===== config.mk =====
export PLATFORM = sky130hd
export DESIGN_NAME = bfa_front
export DESIGN_NICKNAME = d
export VERILOG_FILES = /design/src/hdl/bfa_pkg.sv /design/src/hdl/bfa_front.sv
export SDC_FILE = /design/constraint.sdc
export NUM_CORES = 1
export LEC_CHECK = 0
export BUFFER_PORTS_ARGS = -buffer_cell sky130_fd_sc_hd__buf_2
export CORE_ASPECT_RATIO = 1.4
export CORE_MARGIN = 4
export CORE_UTILIZATION = 30
export CTS_BUF_LIST = sky130_fd_sc_hd__clkbuf_2 sky130_fd_sc_hd__clkbuf_4 sky130_fd_sc_hd__clkbuf_8
export CTS_CLUSTER_SIZE = 40
export DETAILED_ROUTE_END_ITERATION = 10
export GPL_ROUTABILITY_DRIVEN = 0
export PLACE_DENSITY_LB_ADDON = 0.3
export SYNTH_ARGS = -nofsm -noshare
export SYNTH_HDL_FRONTEND = slang
export SYNTH_SLANG_ARGS = --single-unit

===== constraint.sdc =====
create_clock -name clk_i -period 9.8 [get_ports clk_i]
set_clock_uncertainty 0.2 [all_clocks]
set_input_delay 0 -clock clk_i [delete_from_list [all_inputs] [get_ports clk_i]]
set_output_delay 0 -clock clk_i [all_outputs]
set_load 0.1 [all_outputs]

===== src/hdl/bfa_pkg.sv =====
// Shared types, constants and helper functions of the buddy frame allocator.
// Used by bfa_front, bfa_back and the top level; depends on nothing.
`timescale 1ns / 1ps
`default_nettype none
package bfa_pkg;

  localparam int FRAME_INDEX_BITS = 10;
  localparam int TOP_ORDER        = 10;
  localparam int POOL_MAX         = 1 << FRAME_INDEX_BITS;
  localparam int MAX_BLOCK        = 1 << TOP_ORDER;
  localparam int IDX_W            = FRAME_INDEX_BITS + 1;
  localparam int CNT_W            = 11;
  localparam int ORDER_W          = $clog2(TOP_ORDER + 1);

  localparam logic [1:0] OP_INIT  = 2'd0;
  localparam logic [1:0] OP_ALLOC = 2'd1;
  localparam logic [1:0] OP_FREE  = 2'd2;
  localparam logic [1:0] OP_RESV  = 2'd3;

  localparam logic [1:0] ST_OK       = 2'd0;
  localparam logic [1:0] ST_NO_MEM   = 2'd1;
  localparam logic [1:0] ST_TOO_BIG  = 2'd2;
  localparam logic [1:0] ST_CONFLICT = 2'd3;

  localparam logic [1:0] FS_FREE  = 2'd0;
  localparam logic [1:0] FS_ALLOC = 2'd1;
  localparam logic [1:0] FS_RESV  = 2'd2;

  typedef enum logic [2:0] {
    K_INIT, K_NOP, K_TOOBIG, K_RANGE, K_ALLOC, K_FREE, K_RESV
  } kind_e;

  typedef struct packed {
    logic [1:0]  opcode;
    logic [9:0]  frame_number;
    logic [10:0] frame_count;
  } cmd_t;

  typedef struct packed {
    logic [9:0] first_frame;
    logic [1:0] status;
  } result_t;

  typedef struct packed {
    kind_e                  kind;
    logic [9:0]             fn;
    logic [CNT_W-1:0]       cnt;
    logic [ORDER_W-1:0]     k;
    logic [IDX_W-1:0]       end_f;
  } job_t;

  typedef struct packed {
    logic pop;
    logic clearing;
  } back_ctl_t;

  typedef struct packed {
    logic [1:0]         status;
    logic               head;
    logic [ORDER_W-1:0] order;
  } frame_word_t;

  localparam int WORD_W = $bits(frame_word_t);

  // largest order o with p aligned to 2^o and p + 2^o <= e
  function automatic logic [ORDER_W-1:0] span_order(input logic [IDX_W-1:0] p,
                                                    input logic [IDX_W-1:0] e);
    logic               ok;
    logic [ORDER_W-1:0] r;
    logic [IDX_W:0]     s;
    ok = 1'b1;
    r  = '0;
    for (int o = 1; o <= TOP_ORDER; o++) begin
      s  = (IDX_W+1)'(1) << o;
      ok = ok && (({1'b0, p} & (s - (IDX_W+1)'(1))) == '0) && (({1'b0, p} + s) <= {1'b0, e});
      if (ok) r = ORDER_W'(o);
    end
    return r;
  endfunction

  // smallest order whose block holds c frames
  function automatic logic [ORDER_W-1:0] ceil_order(input logic [CNT_W-1:0] c);
    logic [ORDER_W-1:0] r;
    r = ORDER_W'(TOP_ORDER);
    for (int o = TOP_ORDER; o >= 0; o--) begin
      if (32'(c) <= (32'd1 << o)) r = ORDER_W'(o);
    end
    return r;
  endfunction

endpackage
`default_nettype wire


===== src/hdl/bfa_front.sv =====
// Front end: classifies incoming command words and queues them for the back end.
// Depends on bfa_pkg.
`timescale 1ns / 1ps
`default_nettype none
module bfa_front (
  input  wire logic                    clk_i,
  input  wire logic                    rst_ni,
  input  wire logic                    start_i,
  input  wire bfa_pkg::cmd_t           cmd_i,
  input  wire logic [bfa_pkg::IDX_W-1:0] pool_i,
  input  wire bfa_pkg::back_ctl_t      ctl_i,
  output logic                         busy_o,
  output logic                         job_valid_o,
  output bfa_pkg::job_t                job_o
);
  import bfa_pkg::*;

  job_t         mem_q [2];
  logic         wp_q, rp_q;
  logic [1:0]   cnt_q;
  job_t         job;
  logic [IDX_W:0] end_w;
  logic         push;

  always_comb begin
    end_w       = (IDX_W+1)'(cmd_i.frame_number) + (IDX_W+1)'(cmd_i.frame_count);
    job.fn      = cmd_i.frame_number;
    job.cnt     = cmd_i.frame_count;
    job.k       = ceil_order(cmd_i.frame_count);
    job.end_f   = end_w[IDX_W-1:0];
    if (cmd_i.opcode == OP_INIT) begin
      job.kind = K_INIT;
    end else if (cmd_i.frame_count == '0) begin
      job.kind = K_NOP;
    end else if (cmd_i.opcode == OP_ALLOC) begin
      job.kind = (32'(cmd_i.frame_count) > MAX_BLOCK) ? K_TOOBIG : K_ALLOC;
    end else if (end_w > {1'b0, pool_i}) begin
      job.kind = K_RANGE;
    end else if (cmd_i.opcode == OP_FREE) begin
      job.kind = K_FREE;
    end else begin
      job.kind = K_RESV;
    end
  end

  assign busy_o      = (cnt_q == 2'd2) || ctl_i.clearing;
  assign push        = start_i && !busy_o;
  assign job_valid_o = (cnt_q != 2'd0);
  assign job_o       = mem_q[rp_q];

  always_ff @(posedge clk_i or negedge rst_ni) begin
    if (!rst_ni) begin
      wp_q  <= 1'b0;
      rp_q  <= 1'b0;
      cnt_q <= 2'd0;
    end else begin
      if (push) begin
        mem_q[wp_q] <= job;
        wp_q        <= !wp_q;
      end
      if (ctl_i.pop) begin
        rp_q <= !rp_q;
      end
      cnt_q <= cnt_q + 2'(push) - 2'(ctl_i.pop);
    end
  end
endmodule
`default_nettype wire


==> metrics.md, run 1 <==
| Metric | Value |
|---|---|
| Fmax | 254 MHz |
| Antenna diodes | 0 |
| Clock sinks | ~80 |
| Final cycle utilization of the critical path | 0.402 |
| Clock power frac | 0.193 |
| Initial core utilization | 0.308 |
| Cells on Worst Hold Path | 6 |
| Adder-cell share of the synthesized area | 0.0823 |
| FF-to-FF Start | cnt_q[0]$_DFF_PN0_ |
| Pin count of the biggest net entering global routing | 41 |
| Rows | 49 |
| CTS resizes | 0 |
| Net Sw Power | roughly 670 uW |
| Gate power share | 0.472 |
| Mux cell area share after synthesis | 0.110 |
| CTS H-tree lvls | 3 |
| Avg Vias per Cell | roughly 4.5 |
| WL final | 8930 um |
| Outcome | finished clean |
| Sequential share of power | 0.335 |
| Worst-margin pin slew | slightly above 1000 ps |
| Most frequent cells in the layout | 79 x buf_2, 78 x edfxtp_1, 39 x mux2_2 |
| Largest family of logic cells by synthesized area | multiplexers |
| Initial antenna violation count | 0 |
| Sequential cell area | between 0.002 and 0.0025 mm^2 |
| Crit path max fanout | 8 |
| Residual DRC | 0 |
| Sw Share | 0.483 |
| Max clock buf depth | 2 |
| Distinct cell type count after synthesis | 45 |
| P_int | approximately 720 uW |
| Worst Path Arrival | between 3000 and 4000 ps |
| Drt first pass iters | 4 |
| DR vias | 2629 |
| Sequential area share after synthesis | 0.613 |
| Post-DRT Antenna Nets | 0 |
| Root Driver | clkbuf_8 |
| Cells on worst reg2reg path | 3 |
| DRT iter0 DRCs | 91 |
| Mapped Avg Cell Area | 14.3 um^2 |
| Worst Setup Start Kind | input port |
| CTS tree | done |
| Worst vdd ir | 114 uV |
| # setup viols final | 0 |
| Setup CP Type | in2reg |
| Crit path launch | cmd_i[0] |
| PwrDens | 272 mW/mm^2 |
| Kind of end point of the critical path | flip-flop |
| Die Wd | between 100 and 150 um |
| Gate Count Post-Synth | 279 |
| Synth Area in Compound Gates | 0.0858 |
| Mapped Nets | 342 |
| Most common cell after layout, fill and taps aside | buf_2 |
| Setup Fix Bufs, Post-CTS | 0 |
| Avg WL per Cell | 15.4 um |
| Nets | 459 |
| First-pass GRT wire length | about 14000 um |
| CTS buffer count | 9 |
| Vias in the first global route | 2781 |
| Area of the core | approximately 0.013 mm^2 |
| Clk pin slew, worst setup/hold paths | about 80 ps |
| Max-cap violations | 0 |
| RSZ-0062 raised after global routing | false |
| IO Port Bufs | 79 |
| Rel. slew slack | 0.322 |
| Skew-Pair Late Insertion Delay | ~340 ps |
| Setup TNS | 0 ps |
| Area of the multi-input gates | 0.00147 mm^2 |
| Gr usage total | 0.123 |
| Worst min path class | in2reg |
| Xor and xnor area share after synthesis | 0.0264 |
| Share of cells above drive strength 1 | 0.374 |
| Max Slew Vio Count | 0 |
| P_leak | 0.00195 uW |
| Cell Area, Synth | 0.00398 mm^2 |
| Post-synth EDFFs | 78 |
| Min Tclk post-route | about 3900 ps |
| Main flop type after synthesis | edfxtp_1 |
| Final hold viol count | 0 |
| Die height | around 140 um |
| Async SR Flop Fraction | 0.0488 |
| Num ports | 80 |
| HPWL Detailed | ~6300 um |
| Fin util | 0.396 |
| Fillers | 1237 |
| Hold Startpoint | ctl_i[0] |
| #FFs+latches synth | 82 |
| Synth Area in Simple Gates | 0.0619 |
| Worst Path Required | 9700 ps |
| Die ar. | 0.0152 mm^2 |
| Yosys warnings | 0 |
| Congestion Overflow GR | 0 |
| Area delta synth->final | 28.7% |
## critical path, stage by stage
cell	delay [ps]
dlygate4sd3_1	530
buf_2	170
ha_1	250
fa_1	410
a21oi_1	190
o21a_1	160
o21ai_0	120
a31o_2	260
a21oi_1	180
xnor2_1	180
ha_1	290
nor2_1	100
a31oi_1	50
a2bb2oi_1	280
o21ai_1	110
dlygate4sd3_1	570
## power by group through the flow
stage,logic [uW],registers [uW],clock network (uW)
after floorplan,580,439,0
after global placement,649,475,0
after detailed placement,652,477,0
after CTS,664,469,277
after global routing,687,475,292
final,657,467,269
## metal layers
| metal | up-vias | routed length, um | GRT usage |
|---|---|---|---|
| li1 | 1297 | - | - |
| met2 | 61 | 4760 | 0.227 |
| met3 | 10 | 313 | 0.0246 |
| met5 | - | 0 | 0 |
| met1 | 1261 | 3690 | 0.138 |
| met4 | 0 | 161 | 0.0491 |
## cells by family after synthesis
logic type | after synthesis
mux | 39
fa+ha+maj | 26
flops | 82
simple gates | 48
compound gates | 51
xor+xnor | 12
buf+inv | 21
## state kept, by name (all words and copies together) (netlist names)
register and flops:
cnt_q 2, mem_q 78, rp_q 1, wp_q 1
## timing repair
action / CTS / global route
hold endpoints to repair: 68 / 0
setup endpoints to repair: 0 / 0
hold buffers: 30 / 0
## path summary, 6_finish.rpt
path,endpoint,slack [ps]
hold / removal,cnt_q[1]$_DFF_PN0_,100
setup / recovery,mem_q[0][37]$_DFFE_PP_,5870
setup reg to reg,mem_q[1][11]$_DFFE_PP_,7600
min in group asynchronous,cnt_q[0]$_DFF_PN0_,380
hold reg to reg,cnt_q[1]$_DFF_PN0_,300
max in group asynchronous,rp_q$_DFFE_PN0P_,8830
## cell type report
cell class	instances	share of cell area
Clock buffer	10	0.0256
Clock inverter	6	0.0176
Multi-Input combinational cell	176	0.286
Tap cell	178	0.0435
Inverter	16	0.0117
Sequential cell	82	0.477
Timing Repair Buffer	111	0.139
## cell usage after synthesis, types with 2 or more instances
cell / number / share of area
o21a_1: 4 / 0.0075
a211oi_1: 3 / 0.0057
nor2_1: 14 / 0.013
o21ai_0: 12 / 0.015
xor2_1: 4 / 0.0088
mux2_2: 39 / 0.11
nand3_1: 2 / 0.0025
a22o_2: 2 / 0.0050
nand2_1: 12 / 0.011
o21bai_1: 2 / 0.0038
nand2b_1: 3 / 0.0047
buf_1: 3 / 0.0028
edfxtp_1: 78 / 0.59
inv_1: 16 / 0.015
nor3_1: 6 / 0.0075
ha_1: 23 / 0.072
maj3_1: 2 / 0.0050
a31o_2: 2 / 0.0044
xnor2_1: 8 / 0.018
a31oi_1: 2 / 0.0031
o211ai_1: 3 / 0.0057
and4_1: 2 / 0.0044
a21oi_1: 12 / 0.015
dfrtp_1: 4 / 0.025
## metrics by stage
stage,cells,cell area [um^2],power [uW],hold WS (ps),setup slack [ps]
after floorplan,279,3980,1020,-496,5500
after global placement,533,4600,1120,-382,6640
after detailed placement,533,4600,1130,-378,6570
after CTS,579,5120,1410,83.5,5910
after global routing,579,5120,1450,156,5630
final,579,5120,1390,100,5870
No activity file was read; power rests on OpenSTA's default activity.
==> inputs of run 2 (changes only) <==
clock period = 3.3 ns   (was 9.8 ns; I/O delays follow)
==> metrics.md, run 2 (synthesized netlist as in run 1, its figures left out) <==
| Metric | Value |
|---|---|
| Clock sinks | a little over 80 |
| IO Port Bufs | 79 |
| P_leak | 0.00197 uW |
| Crit path max fanout | 4 |
| Outcome | finished clean |
| Fmax | roughly 320 MHz |
| Sw Share | 0.483 |
| Worst-margin pin slew | 990 ps |
| Gr usage total | 0.121 |
| Area of the core | 0.0129 mm^2 |
| CP dominant cell by count | ha_1 |
| Net Sw Power | 2020 uW |
| Crit path launch | cmd_i[12] |
| Max reg flops | 78 |
| Die height | about 140 um |
| Min Tclk post-route | 3080 ps |
| Clock power frac | 0.192 |
| Drt first pass iters | 6 |
| Antenna diodes | 0 |
| Initial antenna violation count | 0 |
| Kind of end point of the critical path | flip-flop |
| Setup TNS | 0 ps |
| Worst-path cell chain | dlygate4sd3_1 > buf_2 > ha_1 > a211oi_2 > o211ai_1 > a31o_2 > a21oi_1 > xnor2_1 > ha_1 > nand4_1 > nor2_1 > o21ai_0 > nand3_1 > a2bb2oi_2 > o21a_1 |
| Final Power | roughly 4200 uW |
| Clk pin slew, worst setup/hold paths | ~80 ps |
| Max Slew Vio Count | 0 |
| Biggest regs | mem_q x78, cnt_q x2 |
| First-pass GRT wire length | 14100 um |
| Root Driver | clkbuf_8 |
| Skew-Pair Late Insertion Delay | 340 ps |
| Post-DRT Antenna Nets | 0 |
| Num ports | 80 |
| Vias in the first global route | 2811 |
| Critical path depth | 15 |
| Cell family with most CP delay | compound AO/OA/AOI/OAI gates |
| Crit path largest cell delay | 530 ps |
| Fin cells | roughly 580 |
| Final cycle utilization of the critical path | 0.933 |
| DRT iter0 DRCs | 69 |
| Gate power share | 0.476 |
| Nets | between 400 and 500 |
| Fillers | 1225 |
| DR vias | 2689 |
| Pin count of the biggest net entering global routing | 41 |
| WL final | 9010 um |
| Hold WS | 23.5 ps |
| PwrDens | 800 mW/mm^2 |
| FF-to-FF Start | cnt_q[0]$_DFF_PN0_ |
| Reg2reg end | mem_q[0][28]$_DFFE_PP_ |
| Placed cell count | 537 |
| Residual DRC | 0 |
| Area delta synth->final | 31.1% |
| Congestion Overflow GR | 0 |
| P_int | 2160 uW |
| Fin util | 0.404 |
| Avg Vias per Cell | 4.61 |
| Max-cap violations | 0 |
| CTS H-tree lvls | 3 |
| Buf+Inv Stages, Crit Path | 2 |
| Worst Path Arrival | 2980 ps |
| Critical-path top delay cell | dlygate4sd3_1 |
| R2r setup slk | 1080 ps |
| Top reg by flops | mem_q |
| Avg WL per Cell | 15.5 um |
| Sequential share of power | 0.332 |
| Die ar. | 0.0152 mm^2 |
| HPWL Detailed | ~6500 um |
| Worst Path Required | roughly 3200 ps |
| Worst min path class | in2reg |
| Most common cell after layout, fill and taps aside | buf_2 |
| Final hold viol count | 0 |
| Hold Startpoint | cmd_i[1] |
| Worst Setup Start Kind | input port |
| Crit path to | mem_q[1][38]$_DFFE_PP_ |
| Rel. slew slack | 0.340 |
| Most frequent cells in the layout | 79 x buf_2, 78 x edfxtp_1, 39 x mux2_2 |
| Rows | about 50 |
| CTS buffer count | 9 |
| Setup CP Type | in2reg |
| Initial core utilization | 0.308 |
| CTS tree | done |
| Cells on worst reg2reg path | 5 |
| # setup viols final | 0 |
| Die Wd | ~110 um |
| Max clock buf depth | 2 |
| Worst vdd ir | 418 uV |
| Share of cells above drive strength 1 | 0.398 |
[run 2: stage by stage]
| step | instance area (um^2) | setup WS, ps |
|---|---|---|
| detailed placement | 4650 | 60.8 |
| global placement | 4650 | 155 |
| finish | 5220 | 220 |
| CTS | 5160 | 42.7 |
| global route | 5220 | -1.20 |
| floorplan | 3990 | 371 |
[run 2: cell type report]
type / count / area [um^2] / share of cell area
clock buffers: 10 / 131 / 0.0252
clock inverters: 6 / 91.3 / 0.0175
inverters: 16 / 60.1 / 0.0115
multi-input cells: 176 / 1520 / 0.291
flip-flops and latches: 82 / 2440 / 0.468
well taps: 178 / 223 / 0.0427
repair buffers: 115 / 751 / 0.144
[run 2: timing repair]
action / in CTS / in global routing
hold endpoints to repair: 77 / 0
setup endpoints to repair: 0 / 6
hold buffers: 29 / 0
buffers inserted: 0 / 1
resized for setup: 0 / 7
[run 2: per-layer routing]
metal  vias to the layer above  GRT usage  wire (um)
met3                         8     0.0281        326
met5                         -          0          0
met2                        59      0.226       4850
met4                         0     0.0518        170
met1                      1316      0.131       3670
li1                       1306          -          -
[run 2: power groups by stage]
stage               Combinational (uW)  Clock [uW]  Sequential, uW
floorplan                         1720           0            1300
global placement                  1940           0            1410
detailed placement                1950           0            1420
CTS                               1990         820            1390
global route                      2080         868            1410
finish                            1990         801            1390
[run 2: how the worst min path moves through the flow]
stage	end	slack, ps	cells after the start
floorplan	cnt_q[0]$_DFF_PN0_	-500	0
global placement	cnt_q[1]$_DFF_PN0_	-380	1
detailed placement	cnt_q[0]$_DFF_PN0_	-380	1
CTS	mem_q[0][1]$_DFFE_PP_	8	2
global route	mem_q[0][1]$_DFFE_PP_	40	2
finish	mem_q[0][1]$_DFFE_PP_	20	2
